===== config.mk =====
export PLATFORM = sky130hd
export DESIGN_NAME = ustar_stream_deframer_core
export DESIGN_NICKNAME = d
export VERILOG_FILES = /design/src/rtl/usd_pkg.sv /design/src/rtl/usd_core.sv /design/src/rtl/usd_out_reg.sv /design/src/rtl/ustar_stream_deframer_core.sv
export SDC_FILE = /design/constraint.sdc
export NUM_CORES = 1
export LEC_CHECK = 0
export BUFFER_PORTS_ARGS = -buffer_cell sky130_fd_sc_hd__clkbuf_2
export CAP_MARGIN = 20
export CORE_AREA = 2 2 259 261
export DETAILED_ROUTE_END_ITERATION = 7
export DIE_AREA = 0 0 261 263
export GPL_TIMING_DRIVEN = 0
export HOLD_SLACK_MARGIN = 0.1
export PLACE_DENSITY = 0.68
export SLEW_MARGIN = 40
export SYNTH_ARGS = -nofsm -noshare
export SYNTH_HDL_FRONTEND = slang
export SYNTH_SLANG_ARGS = --single-unit

===== constraint.sdc =====
create_clock -name aclk -period 13.7 [get_ports aclk]
set_input_delay 2.74 -clock aclk [delete_from_list [all_inputs] [get_ports aclk]]
set_output_delay 2.74 -clock aclk [all_outputs]
set_load 0.05 [all_outputs]

===== src/rtl/usd_pkg.sv =====
// Shared types and constants for the ustar stream deframer.
`default_nettype none
package usd_pkg;
    localparam int unsigned BlockBytes = 512;

    typedef enum logic [1:0] {
        KIND_HEADER = 2'd0,
        KIND_DATA   = 2'd1,
        KIND_END    = 2'd2,
        KIND_ERROR  = 2'd3
    } kind_t;

    typedef enum logic [1:0] {
        ERR_NONE        = 2'd0,
        ERR_TRUNCATED   = 2'd1,
        ERR_UNSAFE      = 2'd2,
        ERR_UNSUPPORTED = 2'd3
    } err_t;

    typedef enum logic [2:0] {
        PH_HEADER = 3'b001,
        PH_DATA   = 3'b010,
        PH_STOP   = 3'b100
    } phase_t;

    // One result transaction
    typedef struct packed {
        kind_t       kind;
        logic [2:0]  entry_class;
        logic [7:0]  type_byte;
        logic [35:0] entry_size;
        logic [11:0] perm_bits;
        logic [23:0] owner_id;
        logic [23:0] group_id;
        logic [35:0] mod_time;
        logic [35:0] device_number;
        logic [7:0]  payload_byte;
        err_t        error_code;
        logic        path_unsafe;
    } result_t;

    // Octal digit accumulate; non-digits leave the value unchanged
    function automatic logic [35:0] oct36(input logic [35:0] acc, input logic [7:0] b);
        if (b >= 8'h30 && b <= 8'h37) oct36 = {acc[32:0], b[2:0]};
        else oct36 = acc;
    endfunction

    function automatic logic [23:0] oct24(input logic [23:0] acc, input logic [7:0] b);
        if (b >= 8'h30 && b <= 8'h37) oct24 = {acc[20:0], b[2:0]};
        else oct24 = acc;
    endfunction

    function automatic logic [2:0] class_of(input logic [7:0] t);
        case (t)
            8'h30, 8'h00, 8'h37: class_of = 3'd0;
            8'h31: class_of = 3'd1;
            8'h32: class_of = 3'd2;
            8'h33: class_of = 3'd3;
            8'h34: class_of = 3'd4;
            8'h35: class_of = 3'd5;
            8'h36: class_of = 3'd6;
            default: class_of = 3'd7;
        endcase
    endfunction
endpackage
`default_nettype wire


===== src/rtl/usd_core.sv =====
// Per-byte header parsing, data skipping and result generation.
`default_nettype none
module usd_core
    import usd_pkg::*;
(
    input  wire logic       aclk,
    input  wire logic       aresetn,
    input  wire logic       extract_mode,
    input  wire logic       step,
    input  wire logic [7:0] b,
    input  wire logic       stream_end,
    output logic            res_valid,
    output result_t         res
);
    phase_t      phase_reg, phase_next;
    logic [8:0]  off_reg, off_next;
    logic [36:0] left_reg, left_next;
    logic [35:0] pay_reg, pay_next;
    logic        emit_reg, emit_next;
    logic [35:0] size_reg, size_next, mtime_reg, mtime_next;
    logic [23:0] mode_reg, mode_next, uid_reg, uid_next, gid_reg, gid_next;
    logic [23:0] maj_reg, maj_next, min_reg, min_next;
    logic [7:0]  type_reg, type_next;
    logic        nz_reg, nz_next;
    logic [1:0]  empty_reg, empty_next;
    // path scan: st, ended, dotdot, name_abs, pfx_nonempty, pfx_abs
    logic [1:0]  st_reg, st_next;
    logic        ended_reg, ended_next, dd_reg, dd_next;
    logic        nabs_reg, nabs_next, pne_reg, pne_next, pabs_reg, pabs_next;

    always_comb begin
        logic [1:0]  st;
        logic        ended, dd, unsafe, fin, scan_on, last;
        logic [2:0]  cls;
        logic [23:0] mode;
        logic [35:0] blocks;
        phase_next = phase_reg; off_next = off_reg; left_next = left_reg;
        pay_next = pay_reg; emit_next = emit_reg;
        size_next = size_reg; mtime_next = mtime_reg; mode_next = mode_reg;
        uid_next = uid_reg; gid_next = gid_reg; maj_next = maj_reg; min_next = min_reg;
        type_next = type_reg; nz_next = nz_reg; empty_next = empty_reg;
        st_next = st_reg; ended_next = ended_reg; dd_next = dd_reg;
        nabs_next = nabs_reg; pne_next = pne_reg; pabs_next = pabs_reg;
        res_valid = 1'b0;
        res = '0;
        st = st_reg; ended = ended_reg; dd = dd_reg;
        scan_on = 1'b0; last = 1'b0; fin = 1'b0;
        cls = class_of(type_reg);
        mode = mode_reg;
        blocks = '0; unsafe = 1'b0;

        if (step && phase_reg == PH_DATA) begin
            if (stream_end) begin
                phase_next = PH_STOP;
                res_valid = 1'b1;
                res.kind = emit_reg ? KIND_ERROR : KIND_END;
                res.error_code = emit_reg ? ERR_TRUNCATED : ERR_NONE;
            end else begin
                if (emit_reg && pay_reg != '0) begin
                    res_valid = 1'b1;
                    res.kind = KIND_DATA;
                    res.payload_byte = b;
                    pay_next = pay_reg - 36'd1;
                end
                if (left_reg <= 37'd1) begin
                    left_next = '0;
                    phase_next = PH_HEADER;
                    emit_next = 1'b0;
                    pay_next = '0;
                end else begin
                    left_next = left_reg - 37'd1;
                end
            end
        end else if (step && phase_reg == PH_HEADER) begin
            if (stream_end) begin
                phase_next = PH_STOP;
                res_valid = 1'b1;
                res.kind = (off_reg == '0) ? KIND_END : KIND_ERROR;
                res.error_code = (off_reg == '0) ? ERR_NONE : ERR_TRUNCATED;
            end else begin
                if (b != 8'h00) nz_next = 1'b1;
                // field absorb by block offset
                if (off_reg < 9'd100) begin
                    if (off_reg == 9'd0 && b == 8'h2f) nabs_next = 1'b1;
                    scan_on = 1'b1; last = (off_reg == 9'd99);
                end else if (off_reg < 9'd108) mode_next = oct24(mode_reg, b);
                else if (off_reg < 9'd116) uid_next = oct24(uid_reg, b);
                else if (off_reg < 9'd124) gid_next = oct24(gid_reg, b);
                else if (off_reg < 9'd136) size_next = oct36(size_reg, b);
                else if (off_reg < 9'd148) mtime_next = oct36(mtime_reg, b);
                else if (off_reg == 9'd156) type_next = b;
                else if (off_reg >= 9'd329 && off_reg < 9'd337) maj_next = oct24(maj_reg, b);
                else if (off_reg >= 9'd337 && off_reg < 9'd345) min_next = oct24(min_reg, b);
                else if (off_reg >= 9'd345 && off_reg < 9'd500) begin
                    if (off_reg == 9'd345) begin
                        st = 2'd0; ended = 1'b0;
                        if (b != 8'h00) pne_next = 1'b1;
                        if (b == 8'h2f) pabs_next = 1'b1;
                    end
                    scan_on = 1'b1; last = (off_reg == 9'd499);
                end
                // path component scanner
                if (scan_on && !ended) begin
                    if (b == 8'h00) begin
                        if (st == 2'd2) dd = 1'b1;
                        ended = 1'b1;
                    end else begin
                        if (b == 8'h2f) begin
                            if (st == 2'd2) dd = 1'b1;
                            st = 2'd0;
                        end else if (b == 8'h2e) begin
                            st = (st == 2'd0) ? 2'd1 : ((st == 2'd1) ? 2'd2 : 2'd3);
                        end else st = 2'd3;
                        if (last && st == 2'd2) dd = 1'b1;
                    end
                end
                st_next = st; ended_next = ended; dd_next = dd;
                off_next = off_reg + 9'd1;
                fin = (off_reg == 9'(BlockBytes - 1));
            end
        end

        // end of header block
        if (fin) begin
            off_next = '0;
            if (!nz_next) begin
                empty_next = (empty_reg < 2'd2) ? empty_reg + 2'd1 : empty_reg;
                if (empty_reg >= 2'd1) begin
                    phase_next = PH_STOP;
                    res_valid = 1'b1;
                    res.kind = KIND_END;
                end
            end else begin
                empty_next = '0;
                cls = class_of(type_next);
                mode = mode_next;
                if (mode == '0) mode = (type_next == 8'h35) ? 24'o755 : 24'o644;
                unsafe = pne_next ? (pabs_next | dd_next) : (nabs_next | dd_next);
                res_valid = 1'b1;
                res.kind = KIND_HEADER;
                res.entry_class = cls;
                res.type_byte = type_next;
                res.entry_size = size_next;
                res.perm_bits = mode[11:0];
                res.owner_id = uid_next;
                res.group_id = gid_next;
                res.mod_time = mtime_next;
                if (cls == 3'd3 || cls == 3'd4 || cls == 3'd6)
                    res.device_number = {min_next[23:8], maj_next[11:0], min_next[7:0]};
                res.path_unsafe = unsafe;
                if (extract_mode && (unsafe || cls == 3'd7)) begin
                    res.kind = KIND_ERROR;
                    res.error_code = unsafe ? ERR_UNSAFE : ERR_UNSUPPORTED;
                    phase_next = PH_STOP;
                end else begin
                    blocks = {size_next[35:9], 9'd0};
                    if (size_next[8:0] != '0) blocks = blocks + 36'd512;
                    if (size_next != '0) begin
                        phase_next = PH_DATA;
                        left_next = (size_next[8:0] != '0 && size_next[35:9] == '1)
                            ? 37'h1000000000 : {1'b0, blocks};
                        emit_next = extract_mode && cls == 3'd0;
                        pay_next = (extract_mode && cls == 3'd0) ? size_next : '0;
                    end
                end
            end
            size_next = '0; mtime_next = '0; mode_next = '0; uid_next = '0;
            gid_next = '0; maj_next = '0; min_next = '0; type_next = '0;
            nz_next = 1'b0; st_next = '0; ended_next = 1'b0; dd_next = 1'b0;
            nabs_next = 1'b0; pne_next = 1'b0; pabs_next = 1'b0;
        end
    end

    // state registers
    always_ff @(posedge aclk) begin
        if (!aresetn) begin
            phase_reg <= PH_HEADER; off_reg <= '0; left_reg <= '0; pay_reg <= '0;
            emit_reg <= 1'b0; size_reg <= '0; mtime_reg <= '0; mode_reg <= '0;
            uid_reg <= '0; gid_reg <= '0; maj_reg <= '0; min_reg <= '0;
            type_reg <= '0; nz_reg <= 1'b0; empty_reg <= '0; st_reg <= '0;
            ended_reg <= 1'b0; dd_reg <= 1'b0; nabs_reg <= 1'b0;
            pne_reg <= 1'b0; pabs_reg <= 1'b0;
        end else begin
            phase_reg <= phase_next; off_reg <= off_next; left_reg <= left_next;
            pay_reg <= pay_next; emit_reg <= emit_next; size_reg <= size_next;
            mtime_reg <= mtime_next; mode_reg <= mode_next; uid_reg <= uid_next;
            gid_reg <= gid_next; maj_reg <= maj_next; min_reg <= min_next;
            type_reg <= type_next; nz_reg <= nz_next; empty_reg <= empty_next;
            st_reg <= st_next; ended_reg <= ended_next; dd_reg <= dd_next;
            nabs_reg <= nabs_next; pne_reg <= pne_next; pabs_reg <= pabs_next;
        end
    end

    // once stopped, nothing more comes out
    a_stop_quiet: assert property (@(posedge aclk) disable iff (!aresetn)
        phase_reg == PH_STOP |-> !res_valid) else $error("result after stop");
    a_data_off: assert property (@(posedge aclk) disable iff (!aresetn)
        phase_reg == PH_DATA |-> off_reg == '0) else $error("offset moved in data");
    a_emit_left: assert property (@(posedge aclk) disable iff (!aresetn)
        phase_reg == PH_HEADER |-> !emit_reg && pay_reg == '0) else $error("stale payload");
endmodule
`default_nettype wire


===== src/rtl/usd_out_reg.sv =====
// Output register with skid stage for the result channel.
`default_nettype none
module usd_out_reg
    import usd_pkg::*;
(
    input  wire logic aclk,
    input  wire logic aresetn,
    input  wire logic in_valid,
    input  result_t   in_data,
    output logic      in_ready,
    output logic      out_valid,
    output result_t   out_data,
    input  wire logic out_ready
);
    logic    main_v_reg, skid_v_reg;
    result_t main_reg, skid_reg;

    assign in_ready  = !skid_v_reg;
    assign out_valid = main_v_reg;
    assign out_data  = main_reg;

    always_ff @(posedge aclk) begin
        if (!aresetn) begin
            main_v_reg <= 1'b0; skid_v_reg <= 1'b0;
        end else begin
            if (!main_v_reg || out_ready) begin
                main_v_reg <= skid_v_reg || in_valid;
                skid_v_reg <= 1'b0;
            end else if (in_valid && in_ready) begin
                skid_v_reg <= 1'b1;
            end
        end
    end

    always_ff @(posedge aclk) begin
        if (!main_v_reg || out_ready) main_reg <= skid_v_reg ? skid_reg : in_data;
        if (in_valid && in_ready) skid_reg <= in_data;
    end
endmodule
`default_nettype wire


===== src/rtl/ustar_stream_deframer_core.sv =====
// Top level of the ustar stream deframer.
// Takes one archive byte per cycle in any state while s_ready is high; a header report, data byte or stop
// result leaves through a two-entry output register, so the byte rate is one per cycle
// while m_ready keeps up. Input ready falls only when both output entries are full.
`default_nettype none
module ustar_stream_deframer_core
    import usd_pkg::*;
(
    input  wire logic        aclk,
    input  wire logic        aresetn,
    input  wire logic        cfg_we,
    input  wire logic        cfg_wdata,
    input  wire logic        s_valid,
    output logic             s_ready,
    input  wire logic [7:0]  s_archive_byte,
    input  wire logic        s_stream_end,
    output logic             m_valid,
    input  wire logic        m_ready,
    output logic [1:0]       m_kind,
    output logic [2:0]       m_entry_class,
    output logic [7:0]       m_type_byte,
    output logic [35:0]      m_entry_size,
    output logic [11:0]      m_perm_bits,
    output logic [23:0]      m_owner_id,
    output logic [23:0]      m_group_id,
    output logic [35:0]      m_mod_time,
    output logic [35:0]      m_device_number,
    output logic [7:0]       m_payload_byte,
    output logic [1:0]       m_error_code,
    output logic             m_path_unsafe
);
    logic    extract_reg, rv;
    result_t r, q;

    always_ff @(posedge aclk) begin
        if (!aresetn) extract_reg <= 1'b0;
        else if (cfg_we) extract_reg <= cfg_wdata;
    end

    usd_core u_core (.aclk, .aresetn, .extract_mode(extract_reg),
        .step(s_valid && s_ready), .b(s_archive_byte), .stream_end(s_stream_end),
        .res_valid(rv), .res(r));

    usd_out_reg u_out (.aclk, .aresetn, .in_valid(rv), .in_data(r), .in_ready(s_ready),
        .out_valid(m_valid), .out_data(q), .out_ready(m_ready));

    assign m_kind = q.kind;
    assign m_entry_class = q.entry_class;
    assign m_type_byte = q.type_byte;
    assign m_entry_size = q.entry_size;
    assign m_perm_bits = q.perm_bits;
    assign m_owner_id = q.owner_id;
    assign m_group_id = q.group_id;
    assign m_mod_time = q.mod_time;
    assign m_device_number = q.device_number;
    assign m_payload_byte = q.payload_byte;
    assign m_error_code = q.error_code;
    assign m_path_unsafe = q.path_unsafe;
endmodule
`default_nettype wire

==> impl_metrics.csv, run 1 <==
group,metric,value,unit
clock_tree,cts.clk_slew.worst_paths,0.06,ns
critical_path,slowest_delay,0.52,ns
die,pin_count,209,
route,drt-vias-per-instance,5.34,
placement,port_buffers,207,
sta,finalSetupViolations,0,
route,drt_wl_total,70500,µm
critical_path,r2r_slack,8.43,ns
critical_path,crit_top_cell,"buf_2",
clock_tree,numCtsBuffers,70,
yosys,synth_top_family_by_area,"simple AND/OR/NAND/NOR gates",
yosys,synth_area_leaders,"edfxtp_1 42%, dfxtp_1 21%, mux2i_1 6.8%",
clock_tree,htree_num_levels,3,
critical_path,r2r_cells,18,
power,ir_worst_vdd,0.0662,mV
placement,routabilityCongestion,0.942,
yosys,synthMuxAreaShare,7.10,%
global_route,track_usage,20.2,%
clock_tree,worstSkewPairLatency,0.63,ns
yosys,async_flop_share,0,%
die,num_rows,94,
outcome,status,"finished, final reports clean",
clock_tree,cts_resized,0,
global_route,overflow,0,
sta,period_needed,7.02,ns
cells_and_area,syn2layout_area_growth,17.4,%
die,initial_utilization,41.9,%
yosys,syn_nets,2420,
critical_path,cp-endpoint,"u_core.left_reg[14]",
yosys,ys.flop_type,"edfxtp_1",
clock_tree,cts_setup_buffers,0,
global_route,grt_pass1_wl,108000,µm
route,drtPass1Iterations,5,
power,leakage,13.2,nW
route,drc_errors,0,
critical_path,timing.critical_path.slowest_stage_cell,"nor4_2",
die,die_w,261,µm
sta,hold_violations,0,
die,die_h,263,µm
critical_path,crit_chain,"clkbuf_2 > nor4b_2 > buf_2 > nand4_1 > buf_2 > nor2_1 > buf_4 > buf_2 > mux2i_1 > inv_1 > ha_1 > and3_1 > a32oi_1 > clkbuf_4 > nor4_2 > nor2_1 > nand3_1 > buf_1 > o22ai_1",
sta,rsz0062_at_grt,"false",
sta,max_clock_freq,142,MHz
critical_path,cp-start-kind,"input pin",
cells_and_area,fillerInstances,5908,
yosys,syn_area_per_cell,11.5,µm²
critical_path,crit_required,14.18,ns
global_route,grt_max_degree,49,
route,vias,19300,
critical_path,critPathCaptureType,"register",
yosys,yosysUniqueCellTypes,81,
route,wl_per_cell,19.5,µm
die,coreArea,65600,µm²
cells_and_area,drive_gt1_share,15.0,%
yosys,ys_warn_count,0,
die,die-area,68600,µm²
yosys,yosysSeqAreaShare,62.9,%
clock_tree,cts-hold-fix-buffers,0,
yosys,synthSimpleGateAreaFrac,14.6,%
critical_path,r2r-end,"u_core.left_reg[14]",
yosys,synth_area,27500,µm²
yosys,synth_xor_xnor_area_share,3.25,%
hold_path,min_path_type,"reg -> reg",
run,maxCapViolations,0,
route,drt_iter0_drc,1531,
clock_tree,clock_sinks,671,
cells_and_area,postLayoutCoreUtil,49.1,%
yosys,synth_edf_count,384,
power,power.density,135,nW/µm²
critical_path,reg2reg_from,"u_out.skid_v_reg",
clock_tree,cts_tree,"yes",
critical_path,crit_type,"in -> reg",
cells_and_area,final_area,32300,µm²
sta,holdWs,0.507,ns
sta,tightest_slew,0.848,ns
critical_path,cp_max_fo,10,
sta,min_period_over_period,51.2,%
global_route,antenna_found_initial,10,
sta,maxSlewHeadroom,43.5,%
yosys,ys_ff_latch,671,
yosys,yosysTopAreaCell,"edfxtp_1",
yosys,synth_top_area_share,42.0,%
placement,placedInstanceArea,29900,µm²
placement,dpl.hpwl,51200,µm
route,postRouteAntennaNets,0,
yosys,syn_inst,2396,
global_route,grt_pass1_vias,18900,
critical_path,crit_start,"s_stream_end",
yosys,synth_adder_area_share,0.410,%
clock_tree,root_buffer,"clkbuf_16",
yosys,synth_compound_area_share,8.94,%
cells_and_area,fin_nets,2711,
sta,fin_skew,0.0296,ns
clock_tree,cts.path.max_buffers,3,
critical_path,crit_arrival,7.50,ns
sta,drv_slew,0,
-- synth_stat cells, drive strengths merged, types with 41 or more instances --
| cell type | count |
|---|---|
| xnor2 | 61 |
| a21oi | 41 |
| clkbuf | 81 |
| dfxtp | 287 |
| buf | 46 |
| nand3 | 48 |
| edfxtp | 384 |
| a21o | 131 |
| nor3 | 42 |
| mux2i | 187 |
| nand2 | 168 |
| xor2 | 41 |
| o22ai | 48 |
| inv | 56 |
| nor2 | 456 |
| o21ai | 59 |
-- per-stage QoR --
| stage | power, mW | std cells | setup TNS, ns | setup slack, ns |
|---|---|---|---|---|
| 2_1_floorplan | 2.37 | 2396 | 0 | 3.32 |
| 3_3_place_gp | 2.44 | 3467 | -24.61 | -0.521 |
| 3_5_place_dp | 2.43 | 3477 | 0 | 6.01 |
| 4_1_cts | 4.38 | 3607 | 0 | 6.65 |
| 5_1_grt | 4.46 | 3610 | 0 | 6.29 |
| 6_report | 4.34 | 3610 | 0 | 6.68 |
-- layout by cell type, fill, tap and decap left out, types with 7 or more instances in the layout --
cell type    n
edfxtp_1   384
clkbuf_1    84
o21ai_0     54
nor3b_1      8
dfxtp_1    287
inv_1       56
clkbuf_2   216
nor2b_1      7
or4_1       11
or3_1       12
and3_1      22
nand4_1     18
and2_1      21
a31oi_1     10
clkbuf_8     9
clkinv_2     8
nand3_1     47
mux2i_1    187
a21oi_1     39
ha_1         9
a21o_1     131
o22ai_1     48
buf_2       31
mux2_2       7
clkbuf_16   73
nor2_1     456
xnor2_1     61
xor2_1      41
buf_12       9
clkinv_1    12
nand2_1    168
nor3_1      40
nor4_1      29
o31ai_1     11
-- routing by layer --
layer / share of wire [%] / track usage, % / vias up
met5: 0.14 / 0 / -
met4: 2.5 / 6.91 / 16
met3: 5.8 / 3.59 / 126
met2: 47 / 32.2 / 527
met1: 45 / 28.0 / 9464
li1: - / - / 9133
-- layout make-up --
cell class                      count  area, µm²  area share (%)
Sequential cell                   671      17300            53.6
Multi-Input combinational cell   1541       9460            29.3
Clock buffer                       94       2000            6.19
Timing Repair Buffer              219       1260            3.89
Tap cell                          864       1080            3.35
Buffer                            127        586            1.82
Clock inverter                     36        388            1.20
Inverter                           57        214           0.663
Antenna cell                        1       2.50         0.00776
-- kinds of logic (layout without fill, tap and decap cells) --
kind of cell	after synthesis	count (layout)
AOI/OAI and AO/OA	355	355
and+or+nand+nor	881	881
muxes	194	194
DFF	671	671
adders and majority gates	9	9
buffers and inverters	184	533
xor gates and xnor gates	102	102
other	0	1
-- report_power, final --
group          switching, mW  internal, mW  leakage (nW)  total (mW)
clock                  0.805          1.15          1.16        1.95
combinational          0.154        0.0338          5.78       0.188
sequential            0.0193          2.18          6.29        2.20
total                  0.978          3.36          13.2        4.34
-- worst min path at each step --
| stage | from | to | cells after the start |
|---|---|---|---|
| after floorplan | u_core.st_reg[1] | u_core.st_reg[1] | 2 |
| after global placement | u_core.ended_reg | u_core.ended_reg | 2 |
| after detailed placement | u_core.st_reg[1] | u_core.st_reg[1] | 2 |
| after CTS | u_core.ended_reg | u_core.ended_reg | 2 |
| after global routing | u_core.ended_reg | u_core.ended_reg | 2 |
| final | u_core.pne_reg | u_core.pne_reg | 2 |
-- critical path: cells and delay by family --
kind	cells	cell delay (ns)
buf+inv	8	2.17
simple gates	7	1.85
compound gates	2	0.26
fa+ha+maj	1	0.23
mux	1	0.21
Note: power is estimated with default switching activity, not from simulation.
==> run 2: changes to the inputs <==
==> constraint.sdc (replaced) <==
create_clock -name aclk -period 6.66 [get_ports aclk]
set_input_delay 1.332 -clock aclk [delete_from_list [all_inputs] [get_ports aclk]]
set_output_delay 1.332 -clock aclk [all_outputs]
set_load 0.05 [all_outputs]
==> run 2 against run 1 <==
  * Clock power grew 99%
  * Sequential share of layout area up 0.15 points
  * Clock-buffer cell count is 6 higher
  * Non-clock buffer count is the same
  * Critical path type unchanged
  * Highest routed layer unchanged
==> impl_metrics.csv, run 2 (synthesis results as in run 1) <==
group,metric,value,unit
clock_tree,clock_sinks,671,
cells_and_area,fin_nets,2711,
die,initial_utilization,41.9,%
sta,finalSetupViolations,0,
sta,min_period_over_period,86.3,%
die,die_h,263,µm
placement,dpl.hpwl,51200,µm
cells_and_area,final_cell_mix,"456 x nor2_1, 384 x edfxtp_1, 287 x dfxtp_1, 215 x clkbuf_2, 187 x mux2i_1",
sta,fin_skew,0.0221,ns
route,drt_iter0_drc,1462,
hold_path,min_path_type,"reg -> reg",
route,wl_met3,4330,µm
clock_tree,cts_tree,"yes",
die,num_rows,94,
sta,drv_slew,0,
route,drtPass1Iterations,5,
critical_path,cp-start-kind,"input pin",
power,clkPwrFrac,44.2,%
route,drt-vias-per-instance,5.30,
global_route,grt_pass1_vias,18900,
critical_path,cp.buffers_inverters,7,
clock_tree,root_buffer,"clkbuf_16",
die,die-area,68600,µm²
sta,holdWs,0.508,ns
power,pwr-share-comb,4.4,%
placement,routabilityCongestion,0.935,
route,wl_met1,31600,µm
clock_tree,worstSkewPairLatency,0.61,ns
critical_path,crit_start,"s_stream_end",
power,pwr-share-seq,51.4,%
critical_path,crit_top_cell,"buf_2",
critical_path,crit_type,"in -> reg",
cells_and_area,layout_commonest_cell,"nor2_1",
critical_path,r2r_slack,1.27,ns
sta,maxSlewHeadroom,43.3,%
critical_path,critPathCaptureType,"register",
sta,hold_violations,0,
sta,rsz0062_at_grt,"false",
die,pin_count,209,
sta,tightest_slew,0.844,ns
critical_path,reg2reg_from,"u_out.skid_v_reg",
global_route,antenna_found_initial,9,
die,die_w,261,µm
clock_tree,numCtsBuffers,70,
route,vias,19100,
power,power.switching,1.96,mW
critical_path,cp_max_fo,10,
cells_and_area,drive_gt1_share,14.9,%
clock_tree,cts-hold-fix-buffers,0,
route,postRouteAntennaNets,0,
route,drc_errors,0,
hold_path,hp-start,"u_core.ended_reg",
global_route,grt_pass1_wl,108000,µm
power,ir_worst_vdd,0.147,mV
power,p_int,6.83,mW
critical_path,crit_arrival,6.27,ns
sta,max_clock_freq,174,MHz
clock_tree,cts_setup_buffers,0,
die,coreArea,65600,µm²
critical_path,crit_required,7.18,ns
power,power.density,273,nW/µm²
route,wl_met2,32600,µm
critical_path,timing.critical_path.slowest_stage_cell,"a32oi_1",
placement,port_buffers,207,
global_route,overflow,0,
sta,fin_setup_tns,0,ns
run,maxCapViolations,0,
sta,period_needed,5.75,ns
clock_tree,htree_num_levels,3,
route,maxUsedRoutingLayer,"met5",
clock_tree,cts.path.max_buffers,3,
clock_tree,cts.clk_slew.worst_paths,0.07,ns
route,drt_wl_total,70600,µm
cells_and_area,fillerInstances,5875,
outcome,status,"finished, final reports clean",
clock_tree,cts_resized,0,
critical_path,cpLargestDelayFamily,"buffers and inverters",
power,leakage,13.2,nW
critical_path,crit_chain,"clkbuf_2 > nor4b_2 > buf_2 > nand4_1 > buf_2 > nor2_1 > buf_4 > buf_2 > mux2i_1 > inv_1 > ha_1 > and3_1 > a32oi_1 > nor4_2 > nor2_1 > nand3_1 > buf_2 > o32ai_1",
global_route,grt_max_degree,45,
cells_and_area,syn2layout_area_growth,17.1,%
global_route,track_usage,20.2,%
route,wl_per_cell,19.6,µm
critical_path,slowest_delay,0.69,ns
power,p_sw_share,22.3,%
-- run 2: power by group through the flow --
stage          clock network, mW  registers [mW]  logic [mW]
5_1_grt                     4.12            4.53       0.406
3_5_place_dp                   0            4.61       0.388
3_3_place_gp                   0            4.63       0.367
6_report                    3.88            4.52       0.387
4_1_cts                     3.96            4.52       0.389
2_1_floorplan                  0            4.79      0.0910
-- run 2: layer usage --
metal  vias up  GRT usage [%]
met5         -              0
met4        10           7.02
met3       123           4.12
met2       546           32.1
met1      9348           27.4
li1       9112              -
-- run 2: metrics by stage --
stage	setup slack (ns)	power (mW)	instances	utilization (%)	instance area [µm²]
final	0.910	8.79	3608	49.0	32200
after global routing	0.735	9.05	3608	49.0	32200
after CTS	1.07	8.87	3606	49.0	32200
after detailed placement	0.445	5.00	3478	45.5	29900
after global placement	-2.43	5.00	3467	45.1	29600
after floorplan	0.0391	4.88	2396	-	27500
-- run 2: worst reg2reg max path: stages, from the launching register on --
cell     delay (ns)
dfxtp_1        0.42
nor4b_2        0.52
buf_2          0.31
nand4_1        0.22
buf_2          0.31
nor2_1         0.18
buf_4          0.23
buf_2          0.39
mux2i_1        0.34
inv_1          0.11
ha_1           0.25
and3_1         0.17
a32oi_1        0.69
nor4_2         0.20
nor2_1         0.20
nand3_1        0.16
buf_2          0.29
o32ai_1        0.29
-- run 2: final timing paths --
kind | endpoint | cells past startpoint
worst min-delay path | u_core.ended_reg | 2
worst min register to register | u_core.ended_reg | 2
worst max register to register | u_core.left_reg[28] | 17
worst max-delay path | u_core.left_reg[28] | 18
-- run 2: layout make-up --
class                      instances  area (µm²)  area share, %
sequential                       671       17300           53.7
clock inverter                    28         270          0.840
clock buffer                     100        2020           6.28
tap                              864        1080           3.36
antenna                            1        2.50        0.00778
multi-input combinational       1541        9460           29.4
inverter                          57         214          0.665
buffer                           127         584           1.82
timing repair buffer             219        1260           3.92
==> run 3: changes to the inputs <==
--- a/config.mk
+++ b/config.mk
@@ -7,9 +7,9 @@
 export LEC_CHECK = 0
 export BUFFER_PORTS_ARGS = -buffer_cell sky130_fd_sc_hd__clkbuf_2
 export CAP_MARGIN = 20
-export CORE_AREA = 2 2 259 261
+export CORE_AREA = 3 3 260 262
 export DETAILED_ROUTE_END_ITERATION = 7
-export DIE_AREA = 0 0 261 263
+export DIE_AREA = 0 0 263 265
 export GPL_TIMING_DRIVEN = 0
 export HOLD_SLACK_MARGIN = 0.1
 export PLACE_DENSITY = 0.68
==> run 3 against run 2 <==
  * First-iteration DRC count up 12%
  * Via count up 1.9%
  * Register-to-register slack lost 0.09 ns
  * Global-route usage down 0.24 points
  * Non-clock buffer count shrank 1
  * Clock-buffer cell count is 9 higher
  * Combinational power about the same
  * Largest cell class unchanged
==> impl_metrics.csv, run 3 (synthesis results as in run 1) <==
group,metric,value,unit
route,vias,19500,
placement,dp_slack,0.322,ns
critical_path,critPathCaptureType,"register",
die,num_rows,94,
clock_tree,clock_sinks,671,
cells_and_area,fin_nets,2710,
cells_and_area,final_cell_mix,"456 x nor2_1, 384 x edfxtp_1, 287 x dfxtp_1, 214 x clkbuf_2, 187 x mux2i_1",
critical_path,cp-start-kind,"input pin",
run,maxCapViolations,0,
die,die_h,265,µm
power,pwr-share-comb,4.4,%
global_route,grt_max_degree,48,
route,drt_wl_total,71400,µm
route,drt_iter0_drc,1639,
hold_path,min_path_type,"reg -> reg",
sta,tightest_slew,0.885,ns
power,clkPwrFrac,43.7,%
clock_tree,cts_setup_buffers,0,
clock_tree,root_buffer,"clkbuf_16",
sta,period_needed,5.84,ns
cells_and_area,layout_commonest_cell,"nor2_1",
critical_path,crit_type,"in -> reg",
sta,rsz0062_at_grt,"false",
power,p_total,8.72,mW
die,die_w,263,µm
sta,hold_violations,0,
die,initial_utilization,41.9,%
route,postRouteAntennaNets,0,
sta,min_period_over_period,87.7,%
sta,holdWs,0.498,ns
outcome,status,"finished, final reports clean",
cells_and_area,syn2layout_area_growth,16.9,%
clock_tree,cts.clk_slew.worst_paths,0.06,ns
global_route,antenna_found_initial,8,
global_route,grt_pass1_wl,109000,µm
route,drtPass1Iterations,5,
power,power.switching,1.99,mW
route,wl_per_cell,19.8,µm
power,ir_worst_vdd,0.166,mV
sta,max_clock_freq,171,MHz
critical_path,crit_required,7.18,ns
sta,finalSetupViolations,0,
global_route,track_usage,19.9,%
sta,drv_slew,0,
critical_path,crit_arrival,6.36,ns
placement,port_buffers,207,
sta,fin_skew,0.0276,ns
clock_tree,cts_resized,0,
critical_path,cp_max_fo,10,
clock_tree,htree_num_levels,3,
power,p_sw_share,22.8,%
global_route,grt_pass1_vias,19200,
sta,setup_ws,0.817,ns
clock_tree,cts.path.max_buffers,3,
clock_tree,cts-hold-fix-buffers,0,
global_route,overflow,0,
die,coreArea,65600,µm²
sta,maxSlewHeadroom,41.0,%
placement,dpl.hpwl,51800,µm
cells_and_area,final_area,32100,µm²
power,p_int,6.73,mW
power,leakage,13.1,nW
critical_path,r2r_slack,1.18,ns
die,pin_count,209,
power,pwr-share-seq,51.8,%
clock_tree,worstSkewPairLatency,0.63,ns
die,die-area,69700,µm²
clock_tree,cts_tree,"yes",
clock_tree,numCtsBuffers,70,
placement,routabilityCongestion,0.910,
placement,placedInstanceArea,29900,µm²
power,power.density,271,nW/µm²
route,drc_errors,0,
route,drt-vias-per-instance,5.40,
cells_and_area,drive_gt1_share,14.7,%
## run 3: cell type report
class | instances | area [µm²]
repair buffers | 218 | 1250
fillers | 5831 | 33500
well taps | 864 | 1080
flip-flops and latches | 671 | 17300
inverters | 57 | 214
clock inverters | 21 | 194
diodes | 4 | 10.0
plain buffers | 127 | 583
multi-input cells | 1541 | 9460
clock buffers | 109 | 2050
## run 3: per-layer routing
layer | GRT usage [%] | wire length (µm) | vias to the layer above
met3 | 3.99 | 4710 | 138
met1 | 26.8 | 31500 | 9560
met2 | 32.3 | 33200 | 669
li1 | - | - | 9136
met4 | 6.97 | 1940 | 6
met5 | 0 | 35 | -
## run 3: path summary, 6_finish.rpt
kind,from,endpoint,cells past startpoint
worst max-delay path,s_stream_end,u_core.left_reg[28],18
worst min-delay path,u_core.ended_reg,u_core.ended_reg,2
worst max register to register,u_out.skid_v_reg,u_core.left_reg[28],17
worst min register to register,u_core.ended_reg,u_core.ended_reg,2
## run 3: power groups by stage
stage / Clock [mW] / Sequential [mW] / Combinational [mW]
floorplan: 0 / 4.79 / 0.0910
global placement: 0 / 4.63 / 0.369
detailed placement: 0 / 4.61 / 0.389
CTS: 3.89 / 4.52 / 0.389
global route: 4.08 / 4.53 / 0.405
finish: 3.81 / 4.52 / 0.386
## run 3: through the flow
step           utilization [%]  cells  TNS, ns
2_1_floorplan                -   2396        0
3_3_place_gp              45.1   3467  -784.44
3_5_place_dp              45.5   3478        0
4_1_cts                   48.9   3608        0
5_1_grt                   48.9   3609        0
6_report                  48.9   3612        0
## run 3: critical path: stages
cell and delay, ns:
clkbuf_2 0.14, nor4b_2 0.48, buf_2 0.31, nand4_1 0.23, buf_2 0.32, nor2_1 0.19, buf_4 0.24, buf_2 0.38
mux2i_1 0.39, inv_1 0.10, ha_1 0.25, and3_1 0.16, a32oi_1 0.66, nor4_2 0.21, nor2_1 0.20, nand3_1 0.17
buf_2 0.30, o32ai_1 0.28
